--- src/chunkrx_pkg.sv ---
`timescale 1ns / 1ps
// ----------------------------------------------------------------------------
// chunkrx_pkg
// Shared types, constants and the CRC-32 byte update for the chunk receiver.
// ----------------------------------------------------------------------------
package chunkrx_pkg;

   localparam int unsigned HdrBytes  = 8;
   localparam int unsigned PosWidth  = 9;
   localparam logic [PosWidth-1:0] PosMax = '1;
   localparam logic [31:0] CrcPoly   = 32'hEDB8_8320;
   localparam logic [31:0] CrcInit   = 32'hFFFF_FFFF;
   localparam logic [23:0] TotalMax  = 24'hFF_FFFF;
   localparam logic [15:0] MagicReset     = 16'hF17E;
   localparam logic [7:0]  ChunkSizeReset = 8'd48;

   typedef enum logic [2:0] {
      VERDICT_NEW       = 3'd0,
      VERDICT_DUPLICATE = 3'd1,
      VERDICT_COMPLETE  = 3'd2,
      VERDICT_SHORT     = 3'd3,
      VERDICT_BAD_MAGIC = 3'd4,
      VERDICT_BAD_LEN   = 3'd5,
      VERDICT_BAD_SUM   = 3'd6,
      VERDICT_ORDER     = 3'd7
   } verdict_type;

   typedef enum logic {
      CSR_EXPECTED_MAGIC = 1'b0,
      CSR_CHUNK_SIZE     = 1'b1
   } csr_index_type;

   typedef struct packed {
      logic [7:0] packet_byte;
      logic       end_of_packet;
   } req_type;

   typedef struct packed {
      logic [2:0]  verdict;
      logic        send_ack;
      logic [15:0] ack_chunk;
      logic [23:0] write_offset;
      logic        transfer_done;
      logic [31:0] image_crc;
      logic [23:0] image_size;
      logic [15:0] chunks_received;
   } rsp_type;

   typedef struct packed {
      logic [15:0] expected_magic;
      logic [7:0]  chunk_bytes;
   } csr_type;

   typedef struct packed {
      logic valid;
      logic out_free;
   } core_ctl_type;

   function automatic logic [31:0] crc_byte(input logic [31:0] crc, input logic [7:0] b);
      logic [31:0] c;
      c = crc ^ {24'd0, b};
      for (int k = 0; k < 8; k++) begin
         c = c[0] ? ((c >> 1) ^ CrcPoly) : (c >> 1);
      end
      return c;
   endfunction

endpackage

--- src/chunkrx_in_reg.sv ---
`timescale 1ns / 1ps
// ----------------------------------------------------------------------------
// chunkrx_in_reg
// Input register stage: holds one request until the core consumes it.
// ----------------------------------------------------------------------------
module chunkrx_in_reg
   import chunkrx_pkg::*;
(
   input  logic    clock,
   input  logic    reset,
   input  logic    req_valid,
   output logic    req_stall,
   input  req_type req_data,
   input  logic    take,
   output logic    in_valid,
   output req_type in_data
);

   logic    valid_ff, valid_in;
   req_type data_ff, data_in;
   logic    accept;

   assign req_stall = valid_ff & ~take;
   assign accept    = req_valid & ~req_stall;

   always_comb begin
      valid_in = accept | (valid_ff & ~take);
      data_in  = accept ? req_data : data_ff;
   end

   always_ff @(posedge clock) begin
      if (reset) begin
         valid_ff <= 1'b0;
      end else begin
         valid_ff <= valid_in;
      end
      data_ff <= data_in;
   end

   assign in_valid = valid_ff;
   assign in_data  = data_ff;

endmodule

--- src/chunkrx_core.sv ---
`timescale 1ns / 1ps
// ----------------------------------------------------------------------------
// chunkrx_core
// Header parse, payload XOR/CRC, and end-of-packet verdict with commit.
// ----------------------------------------------------------------------------
module chunkrx_core
   import chunkrx_pkg::*;
(
   input  logic         clock,
   input  logic         reset,
   input  core_ctl_type ctl,
   input  req_type      in_data,
   input  csr_type      csr,
   output logic         take,
   output logic         rsp_load,
   output rsp_type      rsp_next
);

   logic [PosWidth-1:0] pos_ff, pos_in;
   logic [15:0] magic_ff, magic_in;
   logic [15:0] chunk_ff, chunk_in;
   logic [15:0] total_ff, total_in;
   logic [7:0]  length_ff, length_in;
   logic [7:0]  sum_ff, sum_in;
   logic [7:0]  xor_ff, xor_in;
   logic [31:0] crc_t_ff, crc_t_in;
   logic [31:0] crc_c_ff, crc_c_in;
   logic [15:0] next_ff, next_in;
   logic [15:0] unique_ff, unique_in;
   logic [23:0] bytes_ff, bytes_in;
   logic [15:0] announced_ff, announced_in;
   logic        done_ff, done_in;

   logic [PosWidth-1:0] count;
   logic [7:0]  b;
   logic        last;
   logic [24:0] bytes_sum;
   verdict_type verdict;
   logic        ack;
   logic [15:0] ack_chunk;
   logic [23:0] offset;

   assign b    = in_data.packet_byte;
   assign last = in_data.end_of_packet;
   assign take = ctl.valid & (~last | ctl.out_free);

   always_comb begin
      magic_in     = magic_ff;
      chunk_in     = chunk_ff;
      total_in     = total_ff;
      length_in    = length_ff;
      sum_in       = sum_ff;
      xor_in       = xor_ff;
      crc_t_in     = crc_t_ff;
      crc_c_in     = crc_c_ff;
      next_in      = next_ff;
      unique_in    = unique_ff;
      bytes_in     = bytes_ff;
      announced_in = announced_ff;
      done_in      = done_ff;
      pos_in       = pos_ff;
      verdict      = VERDICT_SHORT;
      ack          = 1'b0;
      ack_chunk    = 16'd0;
      offset       = 24'd0;
      bytes_sum    = {1'b0, bytes_ff} + {17'd0, length_ff};

      if (take) begin
         case (pos_ff)
            9'd0:    magic_in  = {b, 8'd0};
            9'd1:    magic_in  = {magic_ff[15:8], b};
            9'd2:    chunk_in  = {b, 8'd0};
            9'd3:    chunk_in  = {chunk_ff[15:8], b};
            9'd4:    total_in  = {b, 8'd0};
            9'd5:    total_in  = {total_ff[15:8], b};
            9'd6:    length_in = b;
            9'd7:    sum_in    = b;
            default: begin
               xor_in   = xor_ff ^ b;
               crc_t_in = crc_byte(crc_t_ff, b);
            end
         endcase
      end

      count = (pos_ff < PosMax) ? pos_ff + 1'b1 : PosMax;

      if (take && !last) begin
         pos_in = count;
      end else if (take) begin
         if (count >= PosWidth'(HdrBytes)) begin
            ack_chunk = chunk_in;
            offset    = 24'(chunk_in) * 24'(csr.chunk_bytes);
            if (magic_in != csr.expected_magic) begin
               verdict = VERDICT_BAD_MAGIC;
            end else if ({1'b0, count} != 10'(HdrBytes) + {2'd0, length_in}) begin
               verdict = VERDICT_BAD_LEN;
            end else if (xor_in != sum_in) begin
               verdict = VERDICT_BAD_SUM;
            end else if (done_ff) begin
               verdict = VERDICT_COMPLETE;
               ack     = 1'b1;
            end else if (chunk_in < next_ff) begin
               verdict = VERDICT_DUPLICATE;
               ack     = 1'b1;
            end else if (chunk_in != next_ff) begin
               verdict = VERDICT_ORDER;
            end else begin
               verdict      = VERDICT_NEW;
               ack          = 1'b1;
               crc_c_in     = crc_t_in;
               unique_in    = unique_ff + 16'd1;
               next_in      = next_ff + 16'd1;
               bytes_in     = bytes_sum[24] ? TotalMax : bytes_sum[23:0];
               announced_in = total_in;
               if (unique_in >= total_in) begin
                  done_in = 1'b1;
               end
            end
         end
         pos_in   = '0;
         xor_in   = 8'd0;
         crc_t_in = crc_c_in;
      end
   end

   always_ff @(posedge clock) begin
      if (reset) begin
         pos_ff       <= '0;
         magic_ff     <= 16'd0;
         chunk_ff     <= 16'd0;
         total_ff     <= 16'd0;
         length_ff    <= 8'd0;
         sum_ff       <= 8'd0;
         xor_ff       <= 8'd0;
         crc_t_ff     <= CrcInit;
         crc_c_ff     <= CrcInit;
         next_ff      <= 16'd0;
         unique_ff    <= 16'd0;
         bytes_ff     <= 24'd0;
         announced_ff <= 16'd0;
         done_ff      <= 1'b0;
      end else begin
         pos_ff       <= pos_in;
         magic_ff     <= magic_in;
         chunk_ff     <= chunk_in;
         total_ff     <= total_in;
         length_ff    <= length_in;
         sum_ff       <= sum_in;
         xor_ff       <= xor_in;
         crc_t_ff     <= crc_t_in;
         crc_c_ff     <= crc_c_in;
         next_ff      <= next_in;
         unique_ff    <= unique_in;
         bytes_ff     <= bytes_in;
         announced_ff <= announced_in;
         done_ff      <= done_in;
      end
   end

   assign rsp_load = take & last;

   always_comb begin
      rsp_next.verdict         = verdict;
      rsp_next.send_ack        = ack;
      rsp_next.ack_chunk       = ack_chunk;
      rsp_next.write_offset    = offset;
      rsp_next.transfer_done   = done_in;
      rsp_next.image_crc       = ~crc_c_in;
      rsp_next.image_size      = bytes_in;
      rsp_next.chunks_received = unique_in;
   end

endmodule

--- src/chunkrx_out_reg.sv ---
`timescale 1ns / 1ps
// ----------------------------------------------------------------------------
// chunkrx_out_reg
// Result register: holds one verdict until the consumer takes it.
// ----------------------------------------------------------------------------
module chunkrx_out_reg
   import chunkrx_pkg::*;
(
   input  logic    clock,
   input  logic    reset,
   input  logic    load,
   input  rsp_type load_data,
   output logic    out_free,
   output logic    rsp_valid,
   input  logic    rsp_stall,
   output rsp_type rsp_data
);

   logic    valid_ff, valid_in;
   rsp_type data_ff, data_in;

   assign out_free = ~valid_ff | ~rsp_stall;

   always_comb begin
      valid_in = load | (valid_ff & rsp_stall);
      data_in  = load ? load_data : data_ff;
   end

   always_ff @(posedge clock) begin
      if (reset) begin
         valid_ff <= 1'b0;
      end else begin
         valid_ff <= valid_in;
      end
      data_ff <= data_in;
   end

   assign rsp_valid = valid_ff;
   assign rsp_data  = data_ff;

endmodule

--- src/chunk_receiver_with_crc32_top.sv ---
`timescale 1ns / 1ps
// ----------------------------------------------------------------------------
// chunk_receiver_with_crc32_top
// Stop-and-wait chunk receiver with XOR check and running CRC-32.
// ----------------------------------------------------------------------------
// Takes one packet byte per cycle while req_stall is low, with no gaps
// between packets. Each byte is registered, then parsed and folded into the
// XOR and CRC-32 (one unrolled byte update) by the core; on the final byte
// the verdict is formed combinationally and lands in the result register,
// which drives rsp_valid. One response is emitted per packet; the result
// register lets the next packet stream in while a response is stalled, and
// only a second final byte waits.
// Write the CSRs only while no packet is in flight.
module chunk_receiver_with_crc32_top
   import chunkrx_pkg::*;
(
   input  logic        clock,
   input  logic        reset,
   input  logic        req_valid,
   output logic        req_stall,
   input  req_type     req_data,
   output logic        rsp_valid,
   input  logic        rsp_stall,
   output rsp_type     rsp_data,
   input  logic        csr_write_enable,
   input  logic        csr_index,
   input  logic [15:0] csr_write_data
);

   csr_type      csr_ff, csr_in;
   core_ctl_type ctl;
   logic         in_valid;
   req_type      in_data;
   logic         take;
   logic         rsp_load;
   rsp_type      rsp_next;
   logic         out_free;

   always_comb begin
      csr_in = csr_ff;
      if (csr_write_enable) begin
         case (csr_index_type'(csr_index))
            CSR_EXPECTED_MAGIC: csr_in.expected_magic = csr_write_data;
            CSR_CHUNK_SIZE:     csr_in.chunk_bytes    = csr_write_data[7:0];
            default:            csr_in = csr_ff;
         endcase
      end
   end

   always_ff @(posedge clock) begin
      if (reset) begin
         csr_ff.expected_magic <= MagicReset;
         csr_ff.chunk_bytes    <= ChunkSizeReset;
      end else begin
         csr_ff <= csr_in;
      end
   end

   chunkrx_in_reg u_in_reg (
      .clock     (clock),
      .reset     (reset),
      .req_valid (req_valid),
      .req_stall (req_stall),
      .req_data  (req_data),
      .take      (take),
      .in_valid  (in_valid),
      .in_data   (in_data)
   );

   assign ctl.valid    = in_valid;
   assign ctl.out_free = out_free;

   chunkrx_core u_core (
      .clock    (clock),
      .reset    (reset),
      .ctl      (ctl),
      .in_data  (in_data),
      .csr      (csr_ff),
      .take     (take),
      .rsp_load (rsp_load),
      .rsp_next (rsp_next)
   );

   chunkrx_out_reg u_out_reg (
      .clock     (clock),
      .reset     (reset),
      .load      (rsp_load),
      .load_data (rsp_next),
      .out_free  (out_free),
      .rsp_valid (rsp_valid),
      .rsp_stall (rsp_stall),
      .rsp_data  (rsp_data)
   );

endmodule
--- config.mk ---
export PLATFORM = sky130hd
export DESIGN_NAME = chunk_receiver_with_crc32_top
export DESIGN_NICKNAME = d
export VERILOG_FILES = /design/src/chunkrx_pkg.sv /design/src/chunkrx_in_reg.sv /design/src/chunkrx_core.sv /design/src/chunkrx_out_reg.sv /design/src/chunk_receiver_with_crc32_top.sv
export SDC_FILE = /design/constraint.sdc
export NUM_CORES = 1
export LEC_CHECK = 0
export ABC_AREA = 1
export BUFFER_PORTS_ARGS = -buffer_cell sky130_fd_sc_hd__buf_2
export CELL_PAD_IN_SITES_DETAIL_PLACEMENT = 2
export CELL_PAD_IN_SITES_GLOBAL_PLACEMENT = 2
export CORE_UTILIZATION = 39
export DETAILED_ROUTE_END_ITERATION = 10
export GPL_TIMING_DRIVEN = 0
export PLACE_DENSITY_LB_ADDON = 0.1
export SYNTH_ARGS = -nofsm -noshare
export SYNTH_HDL_FRONTEND = slang
export SYNTH_HIERARCHICAL = 1
export SYNTH_SLANG_ARGS = --single-unit
--- constraint.sdc ---
create_clock -name clock -period 20.3 [get_ports clock]
set_input_delay 5.075 -clock clock [delete_from_list [all_inputs] [get_ports clock]]
set_output_delay 5.075 -clock clock [all_outputs]
set_load 0.02 [all_outputs]
==> run_results.csv, run 1 <==
group,metric,value,unit
setup_path,crit_required,20.72,ns
pwr,powerDensity,70.39,nW/um2
placement,placed_area,23780,um2
sta,worst_pin_slew,1.242,ns
pwr,leakage,12.05,nW
global_routing,antenna_found_initial,1,
clock_network,cts-htree-levels,2,
sta,fmax,86.04,MHz
clock_network,cts_root_buf,"clkbuf_16",
logic_synthesis,synth_nets,3062,
global_routing,grtUsageMet3,0.03815,
logic_synthesis,syn_area,22040,um2
sta,final-hold-violation-count,0,
clock_network,clock_latency,0.59,ns
route,routedWlPerCell,21.82,um
logic_synthesis,syn_area_per_cell,7.721,um2
sta,setup_tns,0,ns
setup_path,crit_type,"input pin to flop",
logic_synthesis,yosysWarnings,6,
logic_synthesis,synth.distinct_cells,55,
sta,drv_slew,0,
die,die_area,57470,um2
setup_path,end_kind,"flop",
route,drt-pass1-iter-count,5,
sta,period_needed,11.62,ns
global_routing,grt.busiest_layer,"met2",
die,start_util,0.3978,
clock_network,cts_setup_buffers,0,
cells_and_area,final_nets,3259,
die,fp.dieH,239.7,um
route,vias_per_cell,5.283,
route,routed_wirelength,83670,um
logic_synthesis,async_flop_share,0,
clock_network,clockBufferDepth,3,
sta,finalWorstSetupSlack,8.678,ns
cells_and_area,antenna_cells,0,
clock_network,ctsResizeCount,0,
setup_path,path_max_fanout,10,
clock_network,clk_pin_slew_worst_paths,0.06,ns
placement,dp_hpwl,64710,um
logic_synthesis,synth_area_leaders,"dfxtp_1, edfxtp_1, nand2_1, fa_1, inv_1",
global_routing,grt_pass1_vias,22850,
logic_synthesis,yosysTopAreaCell,"dfxtp_1",
sta,hold_ws,0.4833,ns
logic_synthesis,ys_seq_area_frac,0.3787,
outcome,status,"completed",
global_routing,overflow,0,
global_routing,track_usage,0.2962,
cells_and_area,final_area,25190,um2
logic_synthesis,synth-edff-count,126,
pwr,vdd_drop_max,0.00005710,V
sta,max_slew_margin,0.1717,
setup_path,startpoint_type,"input pin",
global_routing,grt_pass1_wl,130000,um
die,die_w,239.7,um
min_path,min_path_cells,2,
global_routing,grt_max_degree,44,
logic_synthesis,yosysMostFrequentCell,"nand2_1",
sta,setup_viol,0,
clock_network,cts_tree,"built",
die,core_area,55420,um2
logic_synthesis,ys_seq_elements,354,
sta,clock_skew,0.02869,ns
global_routing,grt_util_met1,0.3599,
logic_synthesis,ys_top_cells_by_count,"nand2_1, inv_1, nor2_1, dfxtp_1, nand3_1",
route,drtIter0Drc,899,
min_path,hold_path_class,"flop to flop",
route,drc_errors,0,
route,final_antenna_net_count,0,
setup_path,rr_worst_depth,24,
die,boundaryPins,150,
run,drv_cap,0,
sta,rsz0062_at_grt,"no",
placement,place_congestion,0.8922,
clock_network,cts_num_sinks,354,
logic_synthesis,ys.flop_type,"dfxtp_1",
global_routing,use_met2,0.5148,
placement,pre_cts_ws,8.158,ns
cells_and_area,area_growth_syn_to_layout,14.30,%
route,num_vias,20260,
setup_path,arrival,12.04,ns
pwr,p_total,1.773,mW
clock_network,cts_buffers,44,
cells_and_area,drive_gt1_frac,0.1160,
clock_network,holdBufCountCts,0,
logic_synthesis,synth_top_area_share,0.2071,
placement,io_buffers,148,
logic_synthesis,syn_inst,2855,
sta,post-route-period-util,0.5725,
die,rows,86,
## worst max-delay path: stages
cell and delay (ns):
buf_2 0.10, nand2_2 0.08, inv_1 0.09, a21oi_4 0.32
buf_2 0.36, nand2_1 0.27, a22oi_1 0.99, inv_1 0.26
nand2_1 0.16, fa_1 0.45, fa_1 0.50, inv_1 0.06
fa_1 0.49, inv_1 0.06, fa_1 0.49, inv_1 0.05
ha_1 0.37, a21oi_1 0.09, o21ai_0 0.27, nand2_1 0.10
o211ai_1 0.13, a31oi_1 0.14, o21ai_0 0.34, a31oi_1 0.19
o21ai_0 0.28, o21ai_0 0.12, a21oi_1 0.19
## worst paths after layout
check                      start                endpoint  slack (ns)
min             u_core/xor_ff[7]        u_core/xor_ff[7]        0.48
max reg2reg  u_in_reg/in_data[0]  u_out_reg/rsp_data[93]       12.86
min reg2reg     u_core/xor_ff[7]        u_core/xor_ff[7]        0.48
max                    rsp_stall  u_out_reg/rsp_data[93]        8.68
## logic make-up after synthesis
group | after synthesis | share of synthesized area
multiplexers | 1 | 0.0004541
XOR/XNOR | 106 | 0.04246
AND/OR/NAND/NOR | 1426 | 0.2863
adder cells (fa/ha/maj) | 176 | 0.1289
buffers and inverters | 529 | 0.09633
AO/OA/AOI/OAI | 263 | 0.06692
flip-flops | 354 | 0.3787
## through the flow
stage / utilization / std cells
finish: 0.4546 / 3835
global route: 0.4546 / 3835
CTS: 0.4546 / 3835
detailed placement: 0.4291 / 3754
global placement: 0.4280 / 3751
floorplan: - / 2855
## placed cells by master (no fill, tap or decap), drive strengths merged, types with 44 or more instances in the layout
cell type / synthesis / layout
clkbuf: 52 / 117
nor2: 368 / 368
dfxtp: 228 / 228
ha: 91 / 91
inv: 438 / 439
fa: 85 / 85
nand2: 697 / 697
xor2: 74 / 74
o21ai: 92 / 92
a21oi: 114 / 114
buf: 35 / 186
edfxtp: 126 / 126
nand4: 44 / 44
nand3: 251 / 251
## area by class of cell
cell class	count	area [um2]
plain buffers	87	462.9
clock buffers	65	1262
fillers	6407	30220
multi-input cells	1972	11570
inverters	442	1662
flip-flops and latches	354	8348
clock inverters	16	151.4
well taps	748	935.9
repair buffers	151	800.8
## report_power, final
part,total (mW),leakage [nW],switching [mW],internal (mW)
sequential,0.779,2.98,0.0176,0.761
combinational,0.212,8.39,0.149,0.0634
clock,0.783,0.678,0.326,0.457
## flip-flops by register name (all words and copies together), names as in the netlist, 24 cells and up
register and count:
u_core/crc_c_ff 32, u_core/bytes_ff 24, u_core/crc_t_ff 32, csr_ff 24, u_out_reg/rsp_data 117
## metal layers
metal	up-vias	wire length, um
li1	9469	-
met1	10160	35810
met3	187	3151
met2	449	40650
met4	0	4058
met5	-	0
(Power assumes the default switching activity.)
==> run 2, diff against run 1 <==
Settings changed: CORE_UTILIZATION 39 to 37.
Clock period 20.3 ns to 11.06 ns, I/O delays scaled along.
==> run_results.csv, run 2 (synthesis results as in run 1) <==
group,metric,value,unit
die,fp.dieH,246.1,um
pwr,p_total,3.342,mW
setup_path,critPathSlowestCell,"a22oi_1",
sta,final-hold-violation-count,0,
global_routing,overflow,0,
placement,dp_hpwl,62680,um
route,vias_per_cell,5.168,
clock_network,holdBufCountCts,0,
sta,period_needed,9.177,ns
sta,rsz0062_at_grt,"no",
die,die_w,246.1,um
clock_network,cts-htree-levels,2,
route,routedWlPerCell,20.61,um
setup_path,startpoint_type,"input pin",
cells_and_area,finish.utilization,0.4300,
sta,worst_pin_slew,1.442,ns
sta,setup_tns,0,ns
die,rows,89,
sta,max_slew_margin,0.03854,
cells_and_area,stdcell_count,3861,
sta,post-route-period-util,0.8298,
placement,place_congestion,0.8941,
sta,drv_slew,0,
global_routing,grt_max_degree,43,
clock_network,cts_buffers,44,
route,num_vias,19960,
route,final_antenna_net_count,0,
setup_path,crit_required,11.48,ns
cells_and_area,largest_register_ffs,117,
sta,clock_skew,0.01661,ns
global_routing,antenna_found_initial,1,
run,drv_cap,0,
clock_network,cts_num_sinks,354,
route,drt-pass1-iter-count,5,
cells_and_area,antenna_cells,0,
cells_and_area,fillers,6735,
placement,placed_area,23810,um2
clock_network,ctsResizeCount,0,
setup_path,end_kind,"flop",
clock_network,cts_root_buf,"clkbuf_16",
die,boundaryPins,150,
global_routing,track_usage,0.2665,
global_routing,grt_pass1_wl,124900,um
global_routing,grt_pass1_vias,22280,
setup_path,path_max_fanout,10,
min_path,hold_path_class,"flop to flop",
route,routed_wirelength,79580,um
sta,setup_viol,0,
sta,fmax,109.0,MHz
setup_path,crit_family,"compound AO/OA/AOI/OAI gates",
cells_and_area,final_nets,3259,
sta,hold_ws,0.4882,ns
route,drc_errors,0,
die,die_area,60550,um2
clock_network,clk_pin_slew_worst_paths,0.05,ns
cells_and_area,mostFrequentLayoutCell,"nand2_1",
die,start_util,0.3742,
cells_and_area,area_growth_syn_to_layout,14.91,%
setup_path,arrival,9.60,ns
outcome,status,"completed",
die,core_area,58910,um2
placement,io_buffers,148,
clock_network,cts_tree,"built",
setup_path,crit_buf_inv,7,
sta,finalWorstSetupSlack,1.883,ns
setup_path,crit_type,"input pin to flop",
placement,pre_cts_ws,1.302,ns
setup_path,critPathMaxStageDelay,0.94,ns
pwr,vdd_drop_max,0.00009780,V
setup_path,cp_common_cell,"inv_1",
route,drtIter0Drc,746,
cells_and_area,drive_gt1_frac,0.1169,
cells_and_area,final_cell_mix,"nand2_1, inv_1, nor2_1, dfxtp_1, nand3_1",
pwr,powerDensity,131.9,nW/um2
clock_network,clockBufferDepth,3,
placement,numPlacedInstances,3779,
clock_network,cts_setup_buffers,0,
pwr,leakage,12.12,nW
clock_network,clock_latency,0.58,ns
cells_and_area,final_area,25330,um2
-- run 2: per-layer routing --
layer,global-route usage,vias up,wire [um]
met2,0.4729,300,39270
met1,0.3313,10040,35160
met5,0,-,0
li1,-,9480,-
met3,0.03475,136,2785
met4,0.08568,0,2357
-- run 2: worst reg2reg max path: cells and delay by family, from the launching register on --
family                   cells  cell delay (ns)
adder cells (fa/ha/maj)      6             2.68
AO/OA/AOI/OAI               10             2.64
AND/OR/NAND/NOR              7             0.94
flip-flops                   1             0.46
buffers and inverters        4             0.42
-- run 2: power by group --
part           total, mW  internal, mW  switching (mW)
logic              0.390         0.116           0.274
registers           1.43          1.40          0.0294
clock network       1.53         0.930           0.595
-- run 2: layout make-up --
type	count	area [um2]	share of cell area
clock buffers	62	1251	0.04940
flip-flops and latches	354	8348	0.3296
inverters	442	1662	0.06560
multi-input cells	1972	11570	0.4569
well taps	773	967.2	0.03819
repair buffers	151	800.8	0.03162
clock inverters	20	265.3	0.01047
plain buffers	87	462.9	0.01828
-- run 2: path summary, 6_finish.rpt --
check                                   startpoint                     end  slack, ns  depth (start not counted)
worst max-delay path                     rsp_stall  u_out_reg/rsp_data[93]       1.88                         27
worst min-delay path            u_core/total_ff[0]      u_core/total_ff[0]       0.49                          2
worst max register to register    u_core/pos_ff[0]  u_out_reg/rsp_data[93]       3.78                         27
worst min register to register  u_core/total_ff[0]      u_core/total_ff[0]       0.49                          2
